$ cat src/b85_pkg.sv
package b85_pkg;

  localparam int unsigned DIGITS     = 5;
  localparam int unsigned DIGIT_MAX  = 84;
  localparam int unsigned CHAR_W     = 7;
  localparam int unsigned IDX_W      = 3;
  localparam int unsigned QUOT_W     = 26;

  // x / 85 == (x * RECIP) >> RECIP_SHIFT, exact for every 32-bit x
  localparam logic [31:0] RECIP       = 32'hC0C0C0C1;
  localparam int unsigned RECIP_SHIFT = 38;

  localparam logic [1:0] ALPHA_Z85     = 2'd0;
  localparam logic [1:0] ALPHA_RFC     = 2'd1;
  localparam logic [1:0] ALPHA_ASCII85 = 2'd2;

  localparam logic [8*85-1:0] Z85_DIGITS =
    "0123456789abcdefghijklmnopqrstuvwxyzABCDEFGHIJKLMNOPQRSTUVWXYZ.-:+=^!/*?&<>()[]{}@%$#";
  localparam logic [8*85-1:0] RFC_DIGITS =
    "0123456789ABCDEFGHIJKLMNOPQRSTUVWXYZabcdefghijklmnopqrstuvwxyz!#$%&()*+-;<=>?@^_`{|}~";

  typedef enum logic [1:0] {
    ST_IDLE,
    ST_MUL,
    ST_DIG,
    ST_EMIT
  } state_e;

  typedef struct packed {
    logic take;   // input byte accepted
    logic mul;    // register x * RECIP
    logic dig;    // retire one digit
    logic pop;    // output character taken
  } cmd_t;

  typedef struct packed {
    logic close;      // incoming byte completes the group
    logic dig_done;   // fifth digit being retired
    logic emit_last;  // current character is the last of the group
  } status_t;

  function automatic logic [CHAR_W-1:0] digit_char(input logic [CHAR_W-1:0] d,
                                                   input logic [1:0] sel);
    logic [CHAR_W-1:0] dc;
    logic [CHAR_W-1:0] pos;
    logic [7:0]        ch;
    dc  = (d > CHAR_W'(DIGIT_MAX)) ? CHAR_W'(DIGIT_MAX) : d;
    pos = CHAR_W'(DIGIT_MAX) - dc;
    unique case (sel)
      ALPHA_RFC:     ch = RFC_DIGITS[8*pos +: 8];
      ALPHA_ASCII85: ch = 8'd33 + {1'b0, dc};
      default:       ch = Z85_DIGITS[8*pos +: 8];
    endcase
    return ch[CHAR_W-1:0];
  endfunction

endpackage

$ cat src/base85_stream_encoder_unit.sv
// channel   | dir | handshake                  | payload
// s_axis    | in  | s_axis_tvalid/tready       | tdata[7:0] data_byte, tlast stream_last
// m_axis    | out | m_axis_tvalid/tready       | tdata[6:0] out_char, tlast run_last,
//           |     |                            | tuser stream_done
// cfg       | in  | cfg_valid_i/cfg_ready_o    | cfg_data_i[1:0] alphabet_select
//
// One byte per request is taken while no group is being encoded. A closing
// byte starts the base-85 split: five digits through one x/85 reciprocal
// multiplier, each digit passing a multiply state and then a digit state, then
// one character per cycle while m_axis_tready is high.
// Reset is asynchronous, active low, and clears the partial group.
// Output stalls hold the block; no new byte is taken until the group drains.
module base85_stream_encoder_unit (
  input  logic       clk_i,
  input  logic       rst_ni,
  input  logic       s_axis_tvalid,
  output logic       s_axis_tready,
  input  logic [7:0] s_axis_tdata,   // [7:0] data_byte
  input  logic       s_axis_tlast,
  output logic       m_axis_tvalid,
  input  logic       m_axis_tready,
  output logic [7:0] m_axis_tdata,   // [6:0] out_char, [7] zero
  output logic       m_axis_tlast,
  output logic       m_axis_tuser,   // [0] stream_done
  input  logic       cfg_valid_i,
  output logic       cfg_ready_o,
  input  logic [1:0] cfg_data_i
);

  b85_pkg::cmd_t                  cmd;
  b85_pkg::status_t               status;
  logic [b85_pkg::CHAR_W-1:0]     out_char;

  assign cfg_ready_o = 1'b1;

  b85_ctrl u_ctrl (
    .clk_i       (clk_i),
    .rst_ni      (rst_ni),
    .in_valid_i  (s_axis_tvalid),
    .in_ready_o  (s_axis_tready),
    .out_valid_o (m_axis_tvalid),
    .out_ready_i (m_axis_tready),
    .status_i    (status),
    .cmd_o       (cmd)
  );

  b85_dpath u_dpath (
    .clk_i         (clk_i),
    .rst_ni        (rst_ni),
    .data_byte_i   (s_axis_tdata),
    .stream_last_i (s_axis_tlast),
    .cfg_we_i      (cfg_valid_i),
    .cfg_data_i    (cfg_data_i),
    .cmd_i         (cmd),
    .status_o      (status),
    .out_char_o    (out_char),
    .run_last_o    (m_axis_tlast),
    .stream_done_o (m_axis_tuser)
  );

  assign m_axis_tdata = {1'b0, out_char};

endmodule

$ cat src/b85_ctrl.sv
module b85_ctrl (
  input  logic             clk_i,
  input  logic             rst_ni,
  input  logic             in_valid_i,
  output logic             in_ready_o,
  output logic             out_valid_o,
  input  logic             out_ready_i,
  input  b85_pkg::status_t status_i,
  output b85_pkg::cmd_t    cmd_o
);

  b85_pkg::state_e state_q, state_d;

  always_ff @(posedge clk_i or negedge rst_ni) begin
    if (!rst_ni) begin
      state_q <= b85_pkg::ST_IDLE;
    end else begin
      state_q <= state_d;
    end
  end

  always_comb begin
    state_d = state_q;
    unique case (state_q)
      b85_pkg::ST_IDLE: begin
        if (in_valid_i && status_i.close) state_d = b85_pkg::ST_MUL;
      end
      b85_pkg::ST_MUL: state_d = b85_pkg::ST_DIG;
      b85_pkg::ST_DIG: begin
        state_d = status_i.dig_done ? b85_pkg::ST_EMIT : b85_pkg::ST_MUL;
      end
      b85_pkg::ST_EMIT: begin
        if (out_ready_i && status_i.emit_last) state_d = b85_pkg::ST_IDLE;
      end
      default: state_d = b85_pkg::ST_IDLE;
    endcase
  end

  always_comb begin
    in_ready_o  = 1'b0;
    out_valid_o = 1'b0;
    cmd_o       = '0;
    unique case (state_q)
      b85_pkg::ST_IDLE: begin
        in_ready_o = 1'b1;
        cmd_o.take = in_valid_i;
      end
      b85_pkg::ST_MUL:  cmd_o.mul = 1'b1;
      b85_pkg::ST_DIG:  cmd_o.dig = 1'b1;
      b85_pkg::ST_EMIT: begin
        out_valid_o = 1'b1;
        cmd_o.pop   = out_ready_i;
      end
      default: ;
    endcase
  end

endmodule

$ cat src/b85_dpath.sv
module b85_dpath (
  input  logic                         clk_i,
  input  logic                         rst_ni,
  input  logic [7:0]                   data_byte_i,
  input  logic                         stream_last_i,
  input  logic                         cfg_we_i,
  input  logic [1:0]                   cfg_data_i,
  input  b85_pkg::cmd_t                cmd_i,
  output b85_pkg::status_t             status_o,
  output logic [b85_pkg::CHAR_W-1:0]   out_char_o,
  output logic                         run_last_o,
  output logic                         stream_done_o
);

  localparam int unsigned CW = b85_pkg::CHAR_W;
  localparam int unsigned IW = b85_pkg::IDX_W;
  localparam int unsigned QW = b85_pkg::QUOT_W;

  logic [1:0]         alpha_q;
  logic [31:0]        group_q, group_d;
  logic [1:0]         cnt_q, cnt_d;
  logic [IW-1:0]      idx_q, idx_d;
  logic [31:0]        x_q;
  logic [QW-1:0]      quot_q;
  logic [CW-1:0]      dig_q [b85_pkg::DIGITS];
  logic [IW-1:0]      nchar_q;
  logic               last_q;

  logic [31:0]        merged;
  logic [63:0]        prod;
  logic [CW-1:0]      q85;
  logic [CW-1:0]      digit;
  logic [IW-1:0]      stop_idx;
  logic               close;

  // big-endian placement of the new byte
  always_comb begin
    merged = group_q;
    case (cnt_q)
      2'd0:    merged[31:24] = data_byte_i;
      2'd1:    merged[23:16] = data_byte_i;
      2'd2:    merged[15:8]  = data_byte_i;
      default: merged[7:0]   = data_byte_i;
    endcase
  end

  assign close = (cnt_q == 2'd3) || stream_last_i;
  assign prod  = 64'(x_q) * 64'(b85_pkg::RECIP);

  // remainder is below 85, so the low 7 bits of x - 85*q are enough
  assign q85   = CW'(quot_q[CW-1:0] * CW'(85));
  assign digit = x_q[CW-1:0] - q85;

  assign stop_idx = IW'(b85_pkg::DIGITS) - nchar_q;

  always_comb begin
    group_d = group_q;
    cnt_d   = cnt_q;
    idx_d   = idx_q;
    if (cmd_i.take) begin
      if (close) begin
        group_d = '0;
        cnt_d   = '0;
        idx_d   = '0;
      end else begin
        group_d = merged;
        cnt_d   = cnt_q + 2'd1;
      end
    end
    if (cmd_i.dig && idx_q != IW'(b85_pkg::DIGITS - 1)) idx_d = idx_q + IW'(1);
    if (cmd_i.pop && !status_o.emit_last) idx_d = idx_q - IW'(1);
  end

  always_ff @(posedge clk_i or negedge rst_ni) begin
    if (!rst_ni) begin
      alpha_q <= b85_pkg::ALPHA_Z85;
      group_q <= '0;
      cnt_q   <= '0;
      idx_q   <= '0;
    end else begin
      if (cfg_we_i) alpha_q <= cfg_data_i;
      group_q <= group_d;
      cnt_q   <= cnt_d;
      idx_q   <= idx_d;
    end
  end

  always_ff @(posedge clk_i) begin
    if (cmd_i.take && close) begin
      x_q     <= merged;
      nchar_q <= IW'(cnt_q) + IW'(2);
      last_q  <= stream_last_i;
    end
    if (cmd_i.mul) quot_q <= prod[63:b85_pkg::RECIP_SHIFT];
    if (cmd_i.dig) begin
      dig_q[idx_q] <= digit;
      x_q          <= 32'(quot_q);
    end
  end

  assign status_o.close     = close;
  assign status_o.dig_done  = (idx_q == IW'(b85_pkg::DIGITS - 1));
  assign status_o.emit_last = (idx_q == stop_idx);

  // digits are stored by power of 85; output walks from the top power down
  assign out_char_o    = b85_pkg::digit_char(dig_q[idx_q], alpha_q);
  assign run_last_o    = status_o.emit_last;
  assign stream_done_o = status_o.emit_last && last_q;

endmodule

$ cat config.mk
export PLATFORM = sky130hd
export DESIGN_NAME = base85_stream_encoder_unit
export DESIGN_NICKNAME = d
export VERILOG_FILES = /design/src/b85_pkg.sv /design/src/base85_stream_encoder_unit.sv /design/src/b85_ctrl.sv /design/src/b85_dpath.sv
export SDC_FILE = /design/constraint.sdc
export NUM_CORES = 1
export LEC_CHECK = 0
export BUFFER_PORTS_ARGS = -buffer_cell sky130_fd_sc_hd__buf_2
export CORE_AREA = 4 4 215 217
export CTS_CLUSTER_SIZE = 24
export DETAILED_ROUTE_END_ITERATION = 10
export DIE_AREA = 0 0 219 221
export GPL_ROUTABILITY_DRIVEN = 1
export SLEW_MARGIN = 20
export SYNTH_ARGS = -nofsm -noshare
export SYNTH_HDL_FRONTEND = slang
export SYNTH_SLANG_ARGS = --single-unit
export TNS_END_PERCENT = 20
$ cat constraint.sdc
create_clock -name clk_i -period 9.19 [get_ports clk_i]
set_input_delay 0.919 -clock clk_i [delete_from_list [all_inputs] [get_ports clk_i]]
set_output_delay 0.919 -clock clk_i [all_outputs]
set_load 0.1 [all_outputs]
# Word level (Yosys, flattened, before mapping)
# Memory sizes are Yosys's and may differ from the RTL's.
# Cells that the tools add are included.
# totals
rom_bits,0
output_inout_bits,13
elab_cells,79
latch_bits,0
register_bits,103
mem_bits_rw,35
mem_count,1
inputBits,16
# classes
n_reduce_logical,16
add_sub_neg,8
n_mul,2
n_bitwise,0
shifts,2
n_mux,26
div_mod_pow,0
n_eq_ne,13
order_cmp,1
# memory_table
name,words,word_bits,read_ports,rd_ports_with_merged_regs,write_ports,line_no,text
u_dpath.dig_q,5,7,1,0,1,b85_dpath.sv:25,logic [CW-1:0] dig_q [b85_pkg::DIGITS];
# op_table
cell,n
$shiftx A680 B11 Y7 const A,2
$mul A32 B32 Y64 const B,1
$mux W26,2
$mux W32,1
$mux W8,4
$pmux W7 S2,1
$mux W3,4
$eq A2 B2 Y1 const B,5
$mux W1,8
$mux W2,4
$pmux W2 S4,1
$add A6 B7 Y7 const A,1
$gt A7 B7 Y1 const B,1
$mul A7 B7 Y7 const B,1
$mux W7,1
$sub A7 B7 Y7,1
$sub A7 B7 Y7 const A,1
$eq A2 B1 Y1 const B,3
$logic_and A1 B1 Y1,6
$reduce_bool A3 Y1,2
$logic_not A2 Y1,2
$ne A2 B1 Y1 const B,2
$reduce_and A2 Y1,2
$add A2 B2 Y3 const B,1
other kinds (11),11

# Longest topological paths before layout
# depth
ltp_word,6
mapped_depth,23
mapped_depth_nobuf,23

# Cells and area by module
# Synthesis repeated with hierarchy kept, for this count alone.
# hier_totals
hier_cells,1744
area_unflattened_um2,17710.7
# modules_own_cells
module,n_inst,cells_per_inst,area_each_um2,seq_area_each_um2
b85_dpath,1,1727,17559.3,3828.7
b85_ctrl,1,13,128.9,50.0
base85_stream_encoder_unit,1,4,22.5,0.0

# Least setup slack after synthesis
# No wires, ideal clock.
# synth_timing
kind,register to register
startpoint,register u_dpath.x_q[6]
endpoint,register u_dpath.quot_q[22] (data pin)
path_stages_with_launch,23
arrival_time_ps,6222
path_slack_ps,2702
synth_period_minus_slack_ps,6488
setup_time_ps,266
required_time_ps,8924
path_buffers,0
path_cell_list,edfxtp_1 -> ha_1 -> ha_1 -> inv_1 -> fa_1 -> inv_1 -> fa_1 -> inv_1 -> fa_1 -> fa_1 -> fa_1 -> inv_1 -> ha_1 -> ha_1 -> a21o_1 -> a211o_1 -> nand3b_1 -> nor2_1 -> o31ai_1 -> a221oi_1 -> o21bai_1 -> a2111oi_0 -> nor2_1
# synth_via
elab_chain_len,1
# synth_lines
element,line_no,text
from (decl),b85_dpath.sv:23,logic [31:0] x_q;
from (signal assigned),b85_dpath.sv:90,x_q <= merged;
from (signal assigned),b85_dpath.sv:97,x_q <= 32'(quot_q);
$mul A32 B32 Y64,b85_dpath.sv:48,assign prod = 64'(x_q) * 64'(b85_pkg::RECIP);
via u_dpath.prod[60],b85_dpath.sv:30,logic [63:0] prod;
to (signal assigned),b85_dpath.sv:94,if (cmd_i.mul) quot_q <= prod[63:b85_pkg::RECIP_SHIFT];
to (decl),b85_dpath.sv:24,logic [QW-1:0] quot_q;
# The timed path passes the listed nets, and every way through them passes these cells.
# A chain may end at the register's enable or synchronous reset.

# Worst setup path in the final report
# layout_timing
startpoint,register u_dpath.x_q[3]
endpoint,register u_dpath.quot_q[21] (data pin)
# The elaborated chain is that of the path after synthesis.

==> impl_metrics.tcl <==
set metrics [dict create \
    syn-cell-area_mm2 0.0175 \
    grt_start_max_net_pins 42 \
    synth_compound_area_share_pct 11.5 \
    wire_per_inst_um 18.8 \
    cts_max_level 4 \
    period_minus_slack_ns 7.50 \
    placed_area_mm2 0.0183 \
    finalSetupViolCount 0 \
    antenna_left 0 \
    ctsLongestPathBuffers 2 \
    synth_fp_nets 2247 \
    cp_max_fo 4 \
    timing.rr.end "u_dpath.quot_q[21]" \
    maxCapViolCount 0 \
    synth-seq-area-share_pct 22.1 \
    wl_mm 43.8 \
    grt_overflow 0 \
    n_fill_cell 4275 \
    fin_crit_sh_pct 81.6 \
    grt_pass1_wl_mm 70.9 \
    synth_cell_type_count 86 \
    rows 77 \
    tritoncts "built" \
    yosys.area_share.xor_xnor_pct 2.60 \
    synthAdderAreaFrac_pct 44.5 \
    synthTopCellsByCount "ha_1, inv_1, fa_1, edfxtp_1, nand2_1" \
    rsz0062_at_grt "no" \
    synth_top_family_by_area "adder cells" \
    antenna_found_initial 1 \
    maxSlewHeadroom_pct 27.5 \
    n_antenna_cell 0 \
    cts_sinks 138 \
    rr_worst_depth 23 \
    io-pin-count 29 \
    grt_usage_pct 18.6 \
    end_kind "flop" \
    cts_setup_buffers 0 \
    viasPerCell 5.17 \
    fmax_mhz 133 \
    start_util_pct 39.7 \
    drc_errors 0 \
    drv_slew 0 \
    cp_data_required_time_ns 9.36 \
    seqCellArea_mm2 0.00388 \
    first_iter_violations 748 \
    final_area_mm2 0.0189 \
    ys.flop_type "edfxtp_1" \
    gp_congestion 0.952 \
    synthTopCellsByArea "ha_1, fa_1, edfxtp_1, inv_1, dfrtp_1" \
    synth_cells 1709 \
    nets 2264 \
    setup.worst_path.end "u_dpath.quot_q[21]" \
    hold_viol_final 0 \
    synthSimpleGateAreaFrac_pct 7.11 \
    ys_async_sr_fraction_pct 29.7 \
    synth_area_per_cell_um2 10.3 \
    dr.pass1.iters 5 \
    dp_hpwl_mm 37.2 \
    rr_startpoint "u_dpath.x_q[3]" \
    yosys.area.top_type_share_pct 25.1 \
    outcome "completed" \
    io_buffers 26 \
    setup_tns_ns 0 \
    drive_gt1_share_pct 6.04 \
    synth.most_common_cell "ha_1" \
    clk_pin_slew_ns 0.06 \
    synth-edff-count 91 \
    synth-warning-count 0 \
    clock_latency_ns 0.43 \
    numCtsBuffers 17 \
    arrival_ns 7.67 \
    cp-startpoint "u_dpath.x_q[3]" \
    synth-seq-cells 138 \
    hold_buffers 0 \
    start_kind "flop" \
    first_global_vias 12700 \
    vias 12100 \
    yosysTopAreaCell "ha_1" \
    tightest_slew_ns 1.09 \
    die_y_um 221 \
    core-area_mm2 0.0441 \
    cts-resized-gates 0 \
    die_w_um 219 \
    multi_input_area_mm2 0.0122 \
    muxShareOfSynthArea_pct 3.49 \
    cts-root-buf "clkbuf_16" \
    area_delta_synth_final_pct 8.00 \
    critPathKind "reg2reg" \
    rrSetupSlack_ns 1.69 \
    holdCritPathClass "in2async" \
    dieArea_mm2 0.0484 \
    finClkSkew_ns 0.0101 \
]
final cells by class:
cell class / count / share of cell area (%)
Sequential cell: 138 / 20.5
Clock inverter: 14 / 0.971
Timing Repair Buffer: 37 / 1.12
Tap cell: 592 / 3.91
Clock buffer: 18 / 2.27
Multi-Input combinational cell: 1178 / 64.2
Inverter: 354 / 7.02
through the flow:
stage	util (%)	std cells	setup slack, ns	hold slack (ns)
4_1_cts	42.9	2330	1.68	0.503
3_5_place_dp	41.5	2298	1.72	0.482
5_1_grt	42.9	2331	1.24	0.507
3_3_place_gp	41.5	2298	1.84	0.482
2_1_floorplan	-	1709	2.70	0.464
6_report	42.9	2331	1.69	0.476
worst min path at each step:
stage / to / slack [ns] / cells after the start
floorplan: u_dpath.group_q[0] / 0.46 / 1
global placement: u_dpath.group_q[0] / 0.48 / 1
detailed placement: u_dpath.group_q[28] / 0.48 / 1
CTS: u_dpath.group_q[31] / 0.50 / 1
global route: u_dpath.alpha_q[1] / 0.51 / 1
finish: u_dpath.alpha_q[1] / 0.48 / 1
per-layer routing:
layer  vias up  GRT usage (%)  wire, um
met5         -              0         0
met4         0           5.32      1310
met3        50           2.76      1770
met2       256           30.4     20500
met1      5917           25.7     20200
li1       5839              -         -
worst max-delay path, cell delays in order (launching register included):
cell and delay, ns:
edfxtp_1 0.44, ha_1 0.36, ha_1 0.32, inv_1 0.06
fa_1 0.50, inv_1 0.06, fa_1 0.51, inv_1 0.08
fa_1 0.51, fa_1 0.52, fa_1 0.55, inv_1 0.04
ha_1 0.29, ha_1 0.35, nand4_1 0.11, nor2_1 0.16
nand4_1 0.17, a221oi_1 0.58, nor2_1 0.12, o31ai_1 0.56
a221oi_1 0.24, o21bai_1 0.37, a41oi_1 0.18, xnor2_1 0.15
cells by family (layout without fill, tap and decap cells):
family / count (synthesis) / count (layout)
other cells: 2 / 2
fa+ha+maj: 522 / 522
simple gates: 260 / 260
buf+inv: 393 / 423
flops: 138 / 138
compound gates: 287 / 287
xor+xnor: 50 / 50
mux: 57 / 57
flip-flops by register name, summed over array words and instances, names as in the netlist:
signal           count
u_dpath.last_q       1
u_dpath.alpha_q      2
u_dpath.quot_q      26
u_dpath.group_q     32
u_dpath.x_q         32
u_dpath.cnt_q        2
u_ctrl.state_q       2
u_dpath.idx_q        3
u_dpath.dig_q       35
u_dpath.nchar_q      3
layout by cell type, fill, tap and decap left out, drive strengths merged, types with 41 or more instances in the layout:
master,instances
inv,358
o21ai,74
ha,352
mux2i,45
nor2,62
dfrtp,41
edfxtp,91
fa,170
a21oi,53
nand2,86
Power is not shown: default switching activity piles up to over one toggle a cycle in this logic, so the estimate is an artifact.
